**src/rtl/acesc_pkg.sv**
```systemverilog
// Shared types and constants for the ANSI-C escape decoder.
`default_nettype none

package acesc_pkg;

    // Parse phases
    localparam logic [2:0] PH_NORMAL    = 3'd0;
    localparam logic [2:0] PH_BACKSLASH = 3'd1;
    localparam logic [2:0] PH_OCTAL     = 3'd2;
    localparam logic [2:0] PH_HEX       = 3'd3;
    localparam logic [2:0] PH_CTRL      = 3'd4;
    localparam logic [2:0] PH_CTRL_BS   = 3'd5;

    // Configuration register indexes
    localparam logic [1:0] CFG_ECHO   = 2'd0;
    localparam logic [1:0] CFG_DOLLAR = 2'd1;
    localparam logic [1:0] CFG_DROP   = 2'd2;
    localparam logic [1:0] CFG_STOPC  = 2'd3;

    localparam logic [7:0]  CH_PREFIX  = 8'h01;
    localparam logic [7:0]  CH_DEL     = 8'h7F;
    localparam logic [7:0]  CH_ESC     = 8'h1B;
    localparam logic [7:0]  CTRL_MASK  = 8'h1F;
    localparam logic [7:0]  CH_BSLASH  = 8'h5C;
    localparam logic [15:0] TALLY_MAX  = 16'hFFFF;
    localparam int          MAX_BEATS  = 3;

    typedef struct packed {
        logic echo_mode;
        logic dollar_quote_mode;
        logic drop_unknown_backslash;
        logic stop_at_c;
    } acesc_cfg_t;

    typedef struct packed {
        logic [2:0]  phase;
        logic [7:0]  value;
        logic [1:0]  digits;
        logic        brace;
        logic        halted;
        logic [15:0] tally;
    } acesc_state_t;

    // Result beats caused by one input byte
    typedef struct packed {
        logic [1:0]                   n;
        logic [MAX_BEATS-1:0][7:0]    bytes;
        logic                         bare;
        logic                         last;
        logic                         stopped;
        logic [15:0]                  count;
    } acesc_grp_t;

endpackage

`default_nettype wire

```
**src/rtl/ansi_c_escape_decoder.sv**
```systemverilog
// Top level of the ANSI-C escape decoder: configuration, parse state and result queue.
//
//  Channel   Direction  Handshake           Payload
//  s_        in         s_valid / s_ready   s_in_byte[7:0], s_in_last
//  m_        out        m_valid / m_ready   m_out_byte[7:0], m_byte_valid, m_out_last,
//                                           m_stopped, m_out_count[15:0]
//  cfg_      in         cfg_we (no wait)    cfg_index[1:0], cfg_wdata[0]
//
// A byte is decoded in the cycle it is accepted; its results leave from the next cycle on.
// One byte per cycle while each byte yields at most one beat and m_ready is high; a byte
// yielding more beats holds s_ready low until the single result group register drains.
// Reset (synchronous, aresetn low) clears configuration, parse state and the result queue.
// A stall on m_ready holds the current beat and backs up into s_ready.
`default_nettype none

module ansi_c_escape_decoder (
    input  wire logic        aclk,
    input  wire logic        aresetn,
    input  wire logic        s_valid,
    output logic             s_ready,
    input  wire logic [7:0]  s_in_byte,
    input  wire logic        s_in_last,
    output logic             m_valid,
    input  wire logic        m_ready,
    output logic [7:0]       m_out_byte,
    output logic             m_byte_valid,
    output logic             m_out_last,
    output logic             m_stopped,
    output logic [15:0]      m_out_count,
    input  wire logic        cfg_we,
    input  wire logic [1:0]  cfg_index,
    input  wire logic [0:0]  cfg_wdata
);
    import acesc_pkg::*;

    acesc_cfg_t   cfg_reg, cfg_next;
    acesc_state_t st_reg, st_next;
    acesc_state_t dec_state;
    acesc_grp_t   dec_grp;
    logic         accept;

    // Beat accepted on the input side
    assign accept = s_valid && s_ready;

    // Configuration writes: one bit per register, taken straight away
    always_comb begin
        cfg_next = cfg_reg;
        if (cfg_we) begin
            case (cfg_index)
                CFG_ECHO:   cfg_next.echo_mode              = cfg_wdata[0];
                CFG_DOLLAR: cfg_next.dollar_quote_mode      = cfg_wdata[0];
                CFG_DROP:   cfg_next.drop_unknown_backslash = cfg_wdata[0];
                CFG_STOPC:  cfg_next.stop_at_c              = cfg_wdata[0];
                default:    cfg_next = cfg_reg;
            endcase
        end
    end

    // Parse state: advance only on an accepted beat
    assign st_next = accept ? dec_state : st_reg;

    always_ff @(posedge aclk) begin
        if (!aresetn) begin
            cfg_reg <= '0;
            st_reg  <= '0;
        end else begin
            cfg_reg <= cfg_next;
            st_reg  <= st_next;
        end
    end

    // Decode the incoming byte against the current parse state
    acesc_decode u_decode (
        .cfg     (cfg_reg),
        .st      (st_reg),
        .in_byte (s_in_byte),
        .in_last (s_in_last),
        .st_next (dec_state),
        .grp     (dec_grp)
    );

    // Hold the result group and hand its beats out in order
    acesc_outq u_outq (
        .aclk         (aclk),
        .aresetn      (aresetn),
        .in_accept    (accept),
        .grp_in       (dec_grp),
        .in_ready     (s_ready),
        .m_valid      (m_valid),
        .m_ready      (m_ready),
        .m_out_byte   (m_out_byte),
        .m_byte_valid (m_byte_valid),
        .m_out_last   (m_out_last),
        .m_stopped    (m_stopped),
        .m_out_count  (m_out_count)
    );

    a_halt_no_text: assert property (@(posedge aclk) disable iff (!aresetn)
        st_reg.halted |-> (st_reg.phase == PH_NORMAL))
        else $error("halted with an escape pending");

    a_last_clears: assert property (@(posedge aclk) disable iff (!aresetn)
        (accept && s_in_last) |=> (st_reg.tally == 16'd0 && !st_reg.halted))
        else $error("string state not cleared after last byte");

    a_halted_silent: assert property (@(posedge aclk) disable iff (!aresetn)
        (accept && st_reg.halted) |-> (dec_grp.n == 2'd0))
        else $error("result produced after stop");

endmodule

`default_nettype wire

```
**src/rtl/acesc_decode.sv**
```systemverilog
// Combinational escape decoder: parse state and one byte in, next state and result group out.
`default_nettype none

module acesc_decode (
    input  wire acesc_pkg::acesc_cfg_t   cfg,
    input  wire acesc_pkg::acesc_state_t st,
    input  wire logic [7:0]              in_byte,
    input  wire logic                    in_last,
    output acesc_pkg::acesc_state_t      st_next,
    output acesc_pkg::acesc_grp_t        grp
);
    import acesc_pkg::*;

    function automatic acesc_grp_t push(acesc_grp_t g, logic [7:0] b);
        if (g.n != 2'd3) begin
            g.bytes[g.n] = b;
            g.n          = g.n + 2'd1;
        end
        return g;
    endfunction

    function automatic acesc_grp_t push_esc(acesc_grp_t g, logic [7:0] b, logic dollar);
        if (dollar && (b == CH_PREFIX || b == CH_DEL)) begin
            g = push(g, CH_PREFIX);
        end
        return push(g, b);
    endfunction

    function automatic acesc_grp_t push_unknown(acesc_grp_t g, logic [7:0] b, acesc_cfg_t c);
        if (!c.drop_unknown_backslash) begin
            g = push(g, CH_BSLASH);
        end
        return push_esc(g, b, c.dollar_quote_mode);
    endfunction

    // Upper-casing only clears bit 5, which the mask clears anyway
    function automatic logic [7:0] to_ctrl(logic [7:0] b);
        return b & CTRL_MASK;
    endfunction

    // Complete whatever escape is pending
    function automatic acesc_grp_t flush(acesc_grp_t g, acesc_state_t s, acesc_cfg_t c);
        case (s.phase)
            PH_BACKSLASH: g = push(g, CH_BSLASH);
            PH_OCTAL:     g = push_esc(g, s.value, c.dollar_quote_mode);
            PH_HEX: begin
                if (!s.brace && s.digits == 2'd2) begin
                    g = push(g, CH_BSLASH);
                    g = push(g, "x");
                end else begin
                    g = push_esc(g, s.value, c.dollar_quote_mode);
                end
            end
            PH_CTRL:      g = push_unknown(g, "c", c);
            PH_CTRL_BS:   g = push_esc(g, to_ctrl(CH_BSLASH), c.dollar_quote_mode);
            default:      g = g;
        endcase
        return g;
    endfunction

    acesc_grp_t   g;
    acesc_state_t ns;
    logic         is_bs;
    logic         is_oct;
    logic         is_hex;
    logic [3:0]   hex_val;
    logic [1:0]   nbytes;
    logic [16:0]  tally_sum;
    logic [15:0]  tally_sat;

    assign is_bs  = (in_byte == CH_BSLASH);
    assign is_oct = in_byte inside {["0":"7"]};

    always_comb begin
        is_hex  = 1'b0;
        hex_val = in_byte[3:0];
        if (in_byte inside {["0":"9"]}) begin
            is_hex = 1'b1;
        end else if (in_byte inside {["a":"f"], ["A":"F"]}) begin
            is_hex  = 1'b1;
            hex_val = in_byte[3:0] + 4'd9;
        end
    end

    always_comb begin
        g         = '0;
        ns        = st;
        nbytes    = 2'd0;
        tally_sum = '0;
        tally_sat = '0;
        if (st.halted) begin
            // drop everything up to the end of the string
            if (in_last) begin
                ns = '0;
            end
        end else begin
            case (st.phase)
                PH_BACKSLASH: begin
                    ns.phase = PH_NORMAL;
                    case (in_byte)
                        "a":      g = push_esc(g, 8'd7, cfg.dollar_quote_mode);
                        "v":      g = push_esc(g, 8'd11, cfg.dollar_quote_mode);
                        "b":      g = push_esc(g, 8'd8, cfg.dollar_quote_mode);
                        "e", "E": g = push_esc(g, CH_ESC, cfg.dollar_quote_mode);
                        "f":      g = push_esc(g, 8'd12, cfg.dollar_quote_mode);
                        "n":      g = push_esc(g, 8'd10, cfg.dollar_quote_mode);
                        "r":      g = push_esc(g, 8'd13, cfg.dollar_quote_mode);
                        "t":      g = push_esc(g, 8'd9, cfg.dollar_quote_mode);
                        "0": begin
                            ns.value  = 8'd0;
                            ns.digits = cfg.echo_mode ? 2'd3 : 2'd2;
                            ns.phase  = PH_OCTAL;
                        end
                        "1", "2", "3", "4", "5", "6", "7": begin
                            if (cfg.echo_mode) begin
                                g = push(g, CH_BSLASH);
                                g = push_esc(g, in_byte, cfg.dollar_quote_mode);
                            end else begin
                                ns.value  = {5'd0, in_byte[2:0]};
                                ns.digits = 2'd2;
                                ns.phase  = PH_OCTAL;
                            end
                        end
                        "x": begin
                            ns.value  = 8'd0;
                            ns.digits = 2'd2;
                            ns.brace  = 1'b0;
                            ns.phase  = PH_HEX;
                        end
                        CH_BSLASH: g = push_esc(g, CH_BSLASH, cfg.dollar_quote_mode);
                        "'", "\"", "?": begin
                            if (cfg.echo_mode) begin
                                g = push(g, CH_BSLASH);
                            end
                            g = push_esc(g, in_byte, cfg.dollar_quote_mode);
                        end
                        "c": begin
                            if (cfg.stop_at_c) begin
                                ns.halted = 1'b1;
                                g.n       = 2'd1;
                                g.bare    = 1'b1;
                                g.last    = 1'b1;
                                g.stopped = 1'b1;
                            end else if (!cfg.echo_mode) begin
                                ns.phase = PH_CTRL;
                            end else begin
                                g = push_unknown(g, in_byte, cfg);
                            end
                        end
                        default: g = push_unknown(g, in_byte, cfg);
                    endcase
                end
                PH_OCTAL: begin
                    if (is_oct) begin
                        ns.value  = {st.value[4:0], in_byte[2:0]};
                        ns.digits = st.digits - 2'd1;
                        if (ns.digits == 2'd0) begin
                            g        = push_esc(g, ns.value, cfg.dollar_quote_mode);
                            ns.phase = PH_NORMAL;
                        end
                    end else begin
                        g         = flush(g, st, cfg);
                        ns.digits = 2'd0;
                        ns.brace  = 1'b0;
                        ns.phase  = is_bs ? PH_BACKSLASH : PH_NORMAL;
                        if (!is_bs) begin
                            g = push(g, in_byte);
                        end
                    end
                end
                PH_HEX: begin
                    if (!st.brace && st.digits == 2'd2 && cfg.dollar_quote_mode &&
                        in_byte == "{") begin
                        ns.brace = 1'b1;
                    end else if (st.brace) begin
                        if (is_hex) begin
                            ns.value = {st.value[3:0], hex_val};
                        end else begin
                            g         = flush(g, st, cfg);
                            ns.digits = 2'd0;
                            ns.brace  = 1'b0;
                            ns.phase  = PH_NORMAL;
                            // a closing brace is swallowed
                            if (in_byte != "}") begin
                                if (is_bs) begin
                                    ns.phase = PH_BACKSLASH;
                                end else begin
                                    g = push(g, in_byte);
                                end
                            end
                        end
                    end else if (is_hex && st.digits != 2'd0) begin
                        ns.value  = {st.value[3:0], hex_val};
                        ns.digits = st.digits - 2'd1;
                        if (ns.digits == 2'd0) begin
                            g        = push_esc(g, ns.value, cfg.dollar_quote_mode);
                            ns.phase = PH_NORMAL;
                        end
                    end else begin
                        g         = flush(g, st, cfg);
                        ns.digits = 2'd0;
                        ns.brace  = 1'b0;
                        ns.phase  = is_bs ? PH_BACKSLASH : PH_NORMAL;
                        if (!is_bs) begin
                            g = push(g, in_byte);
                        end
                    end
                end
                PH_CTRL: begin
                    if (cfg.dollar_quote_mode && is_bs) begin
                        ns.phase = PH_CTRL_BS;
                    end else begin
                        ns.phase = PH_NORMAL;
                        g        = push_esc(g, to_ctrl(in_byte), cfg.dollar_quote_mode);
                    end
                end
                PH_CTRL_BS: begin
                    g        = push_esc(g, to_ctrl(CH_BSLASH), cfg.dollar_quote_mode);
                    ns.phase = is_bs ? PH_NORMAL : PH_NORMAL;
                    if (!is_bs) begin
                        if (in_byte == CH_BSLASH) begin
                            ns.phase = PH_BACKSLASH;
                        end else begin
                            g = push(g, in_byte);
                        end
                    end
                end
                default: begin
                    ns.phase = is_bs ? PH_BACKSLASH : PH_NORMAL;
                    if (!is_bs) begin
                        g = push(g, in_byte);
                    end
                end
            endcase

            if (in_last && !ns.halted) begin
                if (ns.phase != PH_NORMAL) begin
                    g = flush(g, ns, cfg);
                end
                if (g.n == 2'd0) begin
                    g.n    = 2'd1;
                    g.bare = 1'b1;
                end
                g.last = 1'b1;
            end

            // saturating byte tally; at most three bytes per step
            nbytes    = g.bare ? 2'd0 : g.n;
            tally_sum = {1'b0, st.tally} + 17'(nbytes);
            tally_sat = tally_sum[16] ? TALLY_MAX : tally_sum[15:0];
            g.count   = tally_sat;
            ns.tally  = tally_sat;
            if (in_last) begin
                ns = '0;
            end
        end
    end

    assign st_next = ns;
    assign grp     = g;

endmodule

`default_nettype wire

```
**src/rtl/acesc_outq.sv**
```systemverilog
// Result group register that hands out up to three beats, one per cycle while m_ready is high.
`default_nettype none

module acesc_outq (
    input  wire logic                  aclk,
    input  wire logic                  aresetn,
    input  wire logic                  in_accept,
    input  wire acesc_pkg::acesc_grp_t grp_in,
    output logic                       in_ready,
    output logic                       m_valid,
    input  wire logic                  m_ready,
    output logic [7:0]                 m_out_byte,
    output logic                       m_byte_valid,
    output logic                       m_out_last,
    output logic                       m_stopped,
    output logic [15:0]                m_out_count
);
    import acesc_pkg::*;

    acesc_grp_t grp_reg, grp_next;
    logic       busy_reg, busy_next;
    logic [1:0] idx_reg, idx_next;
    logic       at_end;
    logic       take;
    logic       done;
    logic       load;

    assign at_end   = (idx_reg == grp_reg.n - 2'd1);
    assign take     = busy_reg && m_ready;
    assign done     = take && at_end;
    assign load     = in_accept && (grp_in.n != 2'd0);
    assign in_ready = !busy_reg || done;

    always_comb begin
        busy_next = busy_reg;
        idx_next  = idx_reg;
        grp_next  = grp_reg;
        if (load) begin
            busy_next = 1'b1;
            idx_next  = 2'd0;
            grp_next  = grp_in;
        end else if (done) begin
            busy_next = 1'b0;
        end else if (take) begin
            idx_next = idx_reg + 2'd1;
        end
    end

    always_ff @(posedge aclk) begin
        if (!aresetn) begin
            busy_reg <= 1'b0;
            idx_reg  <= 2'd0;
        end else begin
            busy_reg <= busy_next;
            idx_reg  <= idx_next;
        end
        grp_reg <= grp_next;
    end

    assign m_valid      = busy_reg;
    assign m_out_byte   = grp_reg.bytes[idx_reg];
    assign m_byte_valid = !grp_reg.bare;
    assign m_out_last   = grp_reg.last && at_end;
    assign m_stopped    = grp_reg.stopped && at_end;
    assign m_out_count  = (grp_reg.last && at_end) ? grp_reg.count : 16'd0;

    a_idx_in_group: assert property (@(posedge aclk) disable iff (!aresetn)
        busy_reg |-> (idx_reg < grp_reg.n))
        else $error("beat index beyond group size");

    a_bare_alone: assert property (@(posedge aclk) disable iff (!aresetn)
        (busy_reg && grp_reg.bare) |-> (grp_reg.n == 2'd1 && grp_reg.last))
        else $error("bare end marker not alone in its group");

    a_advance: assert property (@(posedge aclk) disable iff (!aresetn)
        (take && !at_end) |=> (busy_reg && idx_reg == $past(idx_reg) + 2'd1))
        else $error("beat index failed to advance");

    a_no_load_busy: assert property (@(posedge aclk) disable iff (!aresetn)
        (busy_reg && !done) |-> !in_ready)
        else $error("input taken while group still pending");

endmodule

`default_nettype wire
```
**config.mk**
```make
export PLATFORM = sky130hd
export DESIGN_NAME = ansi_c_escape_decoder
export DESIGN_NICKNAME = d
export VERILOG_FILES = /design/src/rtl/acesc_pkg.sv /design/src/rtl/ansi_c_escape_decoder.sv /design/src/rtl/acesc_decode.sv /design/src/rtl/acesc_outq.sv
export SDC_FILE = /design/constraint.sdc
export NUM_CORES = 1
export LEC_CHECK = 0
export BUFFER_PORTS_ARGS = -buffer_cell sky130_fd_sc_hd__buf_2
export CORE_ASPECT_RATIO = 0.8
export CORE_MARGIN = 2
export CORE_UTILIZATION = 35
export DETAILED_ROUTE_END_ITERATION = 10
export GPL_TIMING_DRIVEN = 1
export SLEW_MARGIN = 20
export SYNTH_ARGS = -nofsm -noshare
export SYNTH_HDL_FRONTEND = slang
export SYNTH_SLANG_ARGS = --single-unit
```
**constraint.sdc**
```tcl
create_clock -name aclk -period 12.65 [get_ports aclk]
set_input_delay 0.6325 -clock aclk [delete_from_list [all_inputs] [get_ports aclk]]
set_output_delay 0.6325 -clock aclk [all_outputs]
set_load 0.005 [all_outputs]
```
==> run metrics <==
initial antenna violation count 0; CP max-delay cell o31ai_2; synth warn 0; Switch Pwr 0.166 mW; Die X approximately 170 um; Avg Cell Area, Syn roughly 7.5 um2; Worst-path clk slew about 60 ps; Worst EP arrival 7950 ps; hpwl dp between 20000 and 25000 um; Pint 0.478 mW; fraction of post-synthesis cell area in the top cell type by area between 10% and 20%; max cap viols 0; Slew Viols, Final 0; post-cts gate resize count 0; Post-synth top flop edfxtp_1; Design Power about 0.64 mW; TritonCTS Buffers 9; P&R area growth vs syn 8.66%; area of the core between 20000 and 25000 um2; CTS tree yes; Power Density between 70 and 80 nW/um2; Yosys cell types 95; number of flops mapped to enable cells by yosys 45; routed length per instance 21.7 um; Worst-Margin Slew around 1100 ps; Setup Crit Path Kind in2reg; Final Hold Vio Count 0; htree depth 3; crit start category input pin; Filler Cell Count approximately 2300; routability cong. around 1.1; crit-path leading delay family simple AND/OR/NAND/NOR gates; sequential share of power between 40% and 50%; worst path cell trace buf_2 -> nand4bb_1 -> o31ai_2 -> nand2_1 -> nor2_2 -> a211o_1 -> nor4bb_1 -> and3_1 -> o2111ai_4 -> mux2_2 -> a2bb2oi_2 -> a21oi_1 -> ha_1 -> inv_1 -> fa_1 -> nor2_1 -> and3_1 -> and3_1 -> and3_1 -> and3_1 -> nand2_1 -> nor2_1 -> o21ai_0 -> a21boi_0; # nets final approximately 1100; Synth area leaders edfxtp_1 17%, dfxtp_1 9.5%, o21ai_0 6.1%; Crit path buffers/inverters 2; Rows 49; clock skew after layout around 5.4 ps; GRT overflow 0; mapped cell area roughly 8000 um2; area leader, netlist edfxtp_1; Hold Path Class reg2reg; Root Driver clkbuf_16; status finished, final reports clean; largest net degree at the start of global routing 47; vias in the first global route a little under 8000; hold_buf cts 0; syn nets ~1100; RSZ-0062 raised after global routing no; clock network power share a little over 40%; first-pass GRT wire length ~46000 um; Initial DRC Count 1237; period utilisation layout around three fifths; Die Ht about 140 um; worst endpoint required time between 10000 and 15000 ps; Setup TNS 0 ps; crit path max fanout 23; die area approximately 24000 um2; io pins 46; slowest stage delay, CP a little over 800 ps; Post CTS Setup Buffer Count 0; Syn Inst Count 1064; Max Fclk about 130 MHz; Final Critical Period between 7000 and 8000 ps; combinational power share 12.5%; First-pass DRT Iterations 7; Yosys reg bits 83; CTS Sinks 83; Lkg Pwr 3.16 nW; DRC viols 0; Worst Setup End Kind register; via/cell ratio approximately 6.5; Slew Limit Headroom between 20% and 30%; # setup viols final 0; Post-synth ARST share 0%; Worst-Skew Late Latency around 340 ps; share of cells above drive strength 1 a little over a tenth; initial core utilization 35.6%; Diodes inserted 0; R2R setup slack around 5300 ps; max reg flops 45; Vias between 8000 and 9000; CTS Buffer Depth 2; VDD IR-drop max 0.0000664 V; gr usage total between 20% and 30%; Routed Antenna Nets 0; sequential fraction of the synthesis area about a quarter; drt total wl 29500 um; PortBufs 45; Sw Share between 20% and 30%; CP most frequent cell and3_1
-- power by group through the flow --
| stage | clock, mW | sequential (mW) | combinational, mW |
|---|---|---|---|
| 6_report | 0.265 | 0.298 | 0.0806 |
| 2_1_floorplan | 0 | 0.303 | 0.0524 |
| 3_3_place_gp | 0 | 0.304 | 0.0791 |
| 4_1_cts | 0.270 | 0.298 | 0.0792 |
| 3_5_place_dp | 0 | 0.304 | 0.0790 |
| 5_1_grt | 0.280 | 0.299 | 0.0881 |
-- cell usage in the layout, fill, tap and decap left out, types with 11 or more instances in the layout --
cell type | synthesis | final
a211oi_1 | 14 | 13
buf_2 | 10 | 45
a31oi_1 | 17 | 17
nor2_1 | 79 | 79
nor2b_1 | 32 | 32
ha_1 | 19 | 19
o31ai_1 | 11 | 11
and3_1 | 39 | 39
mux2i_1 | 13 | 13
inv_1 | 32 | 32
xnor2_1 | 15 | 15
nor3_1 | 31 | 30
dfxtp_1 | 38 | 38
a21oi_1 | 95 | 95
nand3_1 | 32 | 32
a22oi_1 | 13 | 13
edfxtp_1 | 45 | 45
and2_1 | 16 | 16
nand2_1 | 118 | 118
o21ai_0 | 97 | 97
a21boi_0 | 19 | 19
-- per-stage QoR --
step	worst slack, ps	util (%)	instance area, um2	instances	hold WS (ps)
2_1_floorplan	5480	-	8020	1064	445
3_3_place_gp	4860	37.4	8410	1344	467
3_5_place_dp	4870	37.4	8410	1344	468
4_1_cts	5200	38.7	8710	1360	478
5_1_grt	4410	38.7	8710	1360	504
6_report	4960	38.7	8710	1360	480
-- Yosys cell counts (6+ instances only) --
cell,count
ha_1,19
a211oi_1,14
inv_1,32
a41o_1,6
o21ai_0,97
nand4_1,8
a21oi_1,95
a221oi_1,10
o31ai_1,11
buf_2,10
nor2b_1,32
a31oi_1,17
and2_1,16
nand2b_1,10
a21o_1,6
mux2i_1,13
nor2_1,79
and3_1,39
dfxtp_1,38
a22oi_1,13
nor3b_1,9
nand3_1,32
xnor2_1,15
edfxtp_1,45
a21boi_0,19
nand2_1,118
o211ai_1,8
o22ai_1,9
nor3_1,31
a22o_1,10
clkbuf_1,65
-- logic make-up after synthesis --
kind of cell / after synthesis / share of synthesized area [%]
flip-flops: 83 / 26.3
AO/OA/AOI/OAI: 385 / 32.3
adder cells (fa/ha/maj): 21 / 3.34
XOR/XNOR: 18 / 1.97
multiplexers: 17 / 2.36
buffers and inverters: 112 / 5.40
AND/OR/NAND/NOR: 428 / 28.3
-- routing by layer --
metal | global-route usage, % | vias to the layer above | wire, um
met1 | 35.9 | 4074 | 13000
met5 | 0 | - | 0
met4 | 8.88 | 0 | 1180
met3 | 6.89 | 113 | 3860
li1 | - | 3974 | -
met2 | 32.5 | 637 | 11500
-- worst register-to-register path, stage by stage, from the launching register on --
cell and delay [ps]:
dfxtp_1 700, or4b_2 640, o22ai_1 200, and2_1 420, inv_1 380, ha_1 400
o221a_2 330, o211a_1 170, a21oi_1 520, o22ai_1 180, a2bb2oi_2 180, a21oi_1 160
ha_1 190, inv_1 60, fa_1 450, nor2_1 220, and3_1 260, and3_1 260
and3_1 250, and3_1 210, nand2_1 100, nor2_1 610, o21ai_0 200, a21boi_0 200
-- final cells by class --
class / count / area [um2] / share of cell area (%)
clock buffer: 10 / 239 / 2.74
clock inverter: 6 / 63.8 / 0.732
inverter: 32 / 120 / 1.38
sequential: 83 / 2110 / 24.2
multi-input combinational: 869 / 5500 / 63.2
tap: 306 / 383 / 4.39
timing repair buffer: 54 / 293 / 3.36
-- path summary, 6_finish.rpt --
check,cells past startpoint,start,end
worst max-delay path,24,s_in_byte[4],st_reg[6]
worst max register to register,23,st_reg[20],st_reg[6]
worst min register to register,2,st_reg[0],st_reg[0]
worst min-delay path,2,st_reg[0],st_reg[0]
No activity file was read; power rests on OpenSTA's default activity.
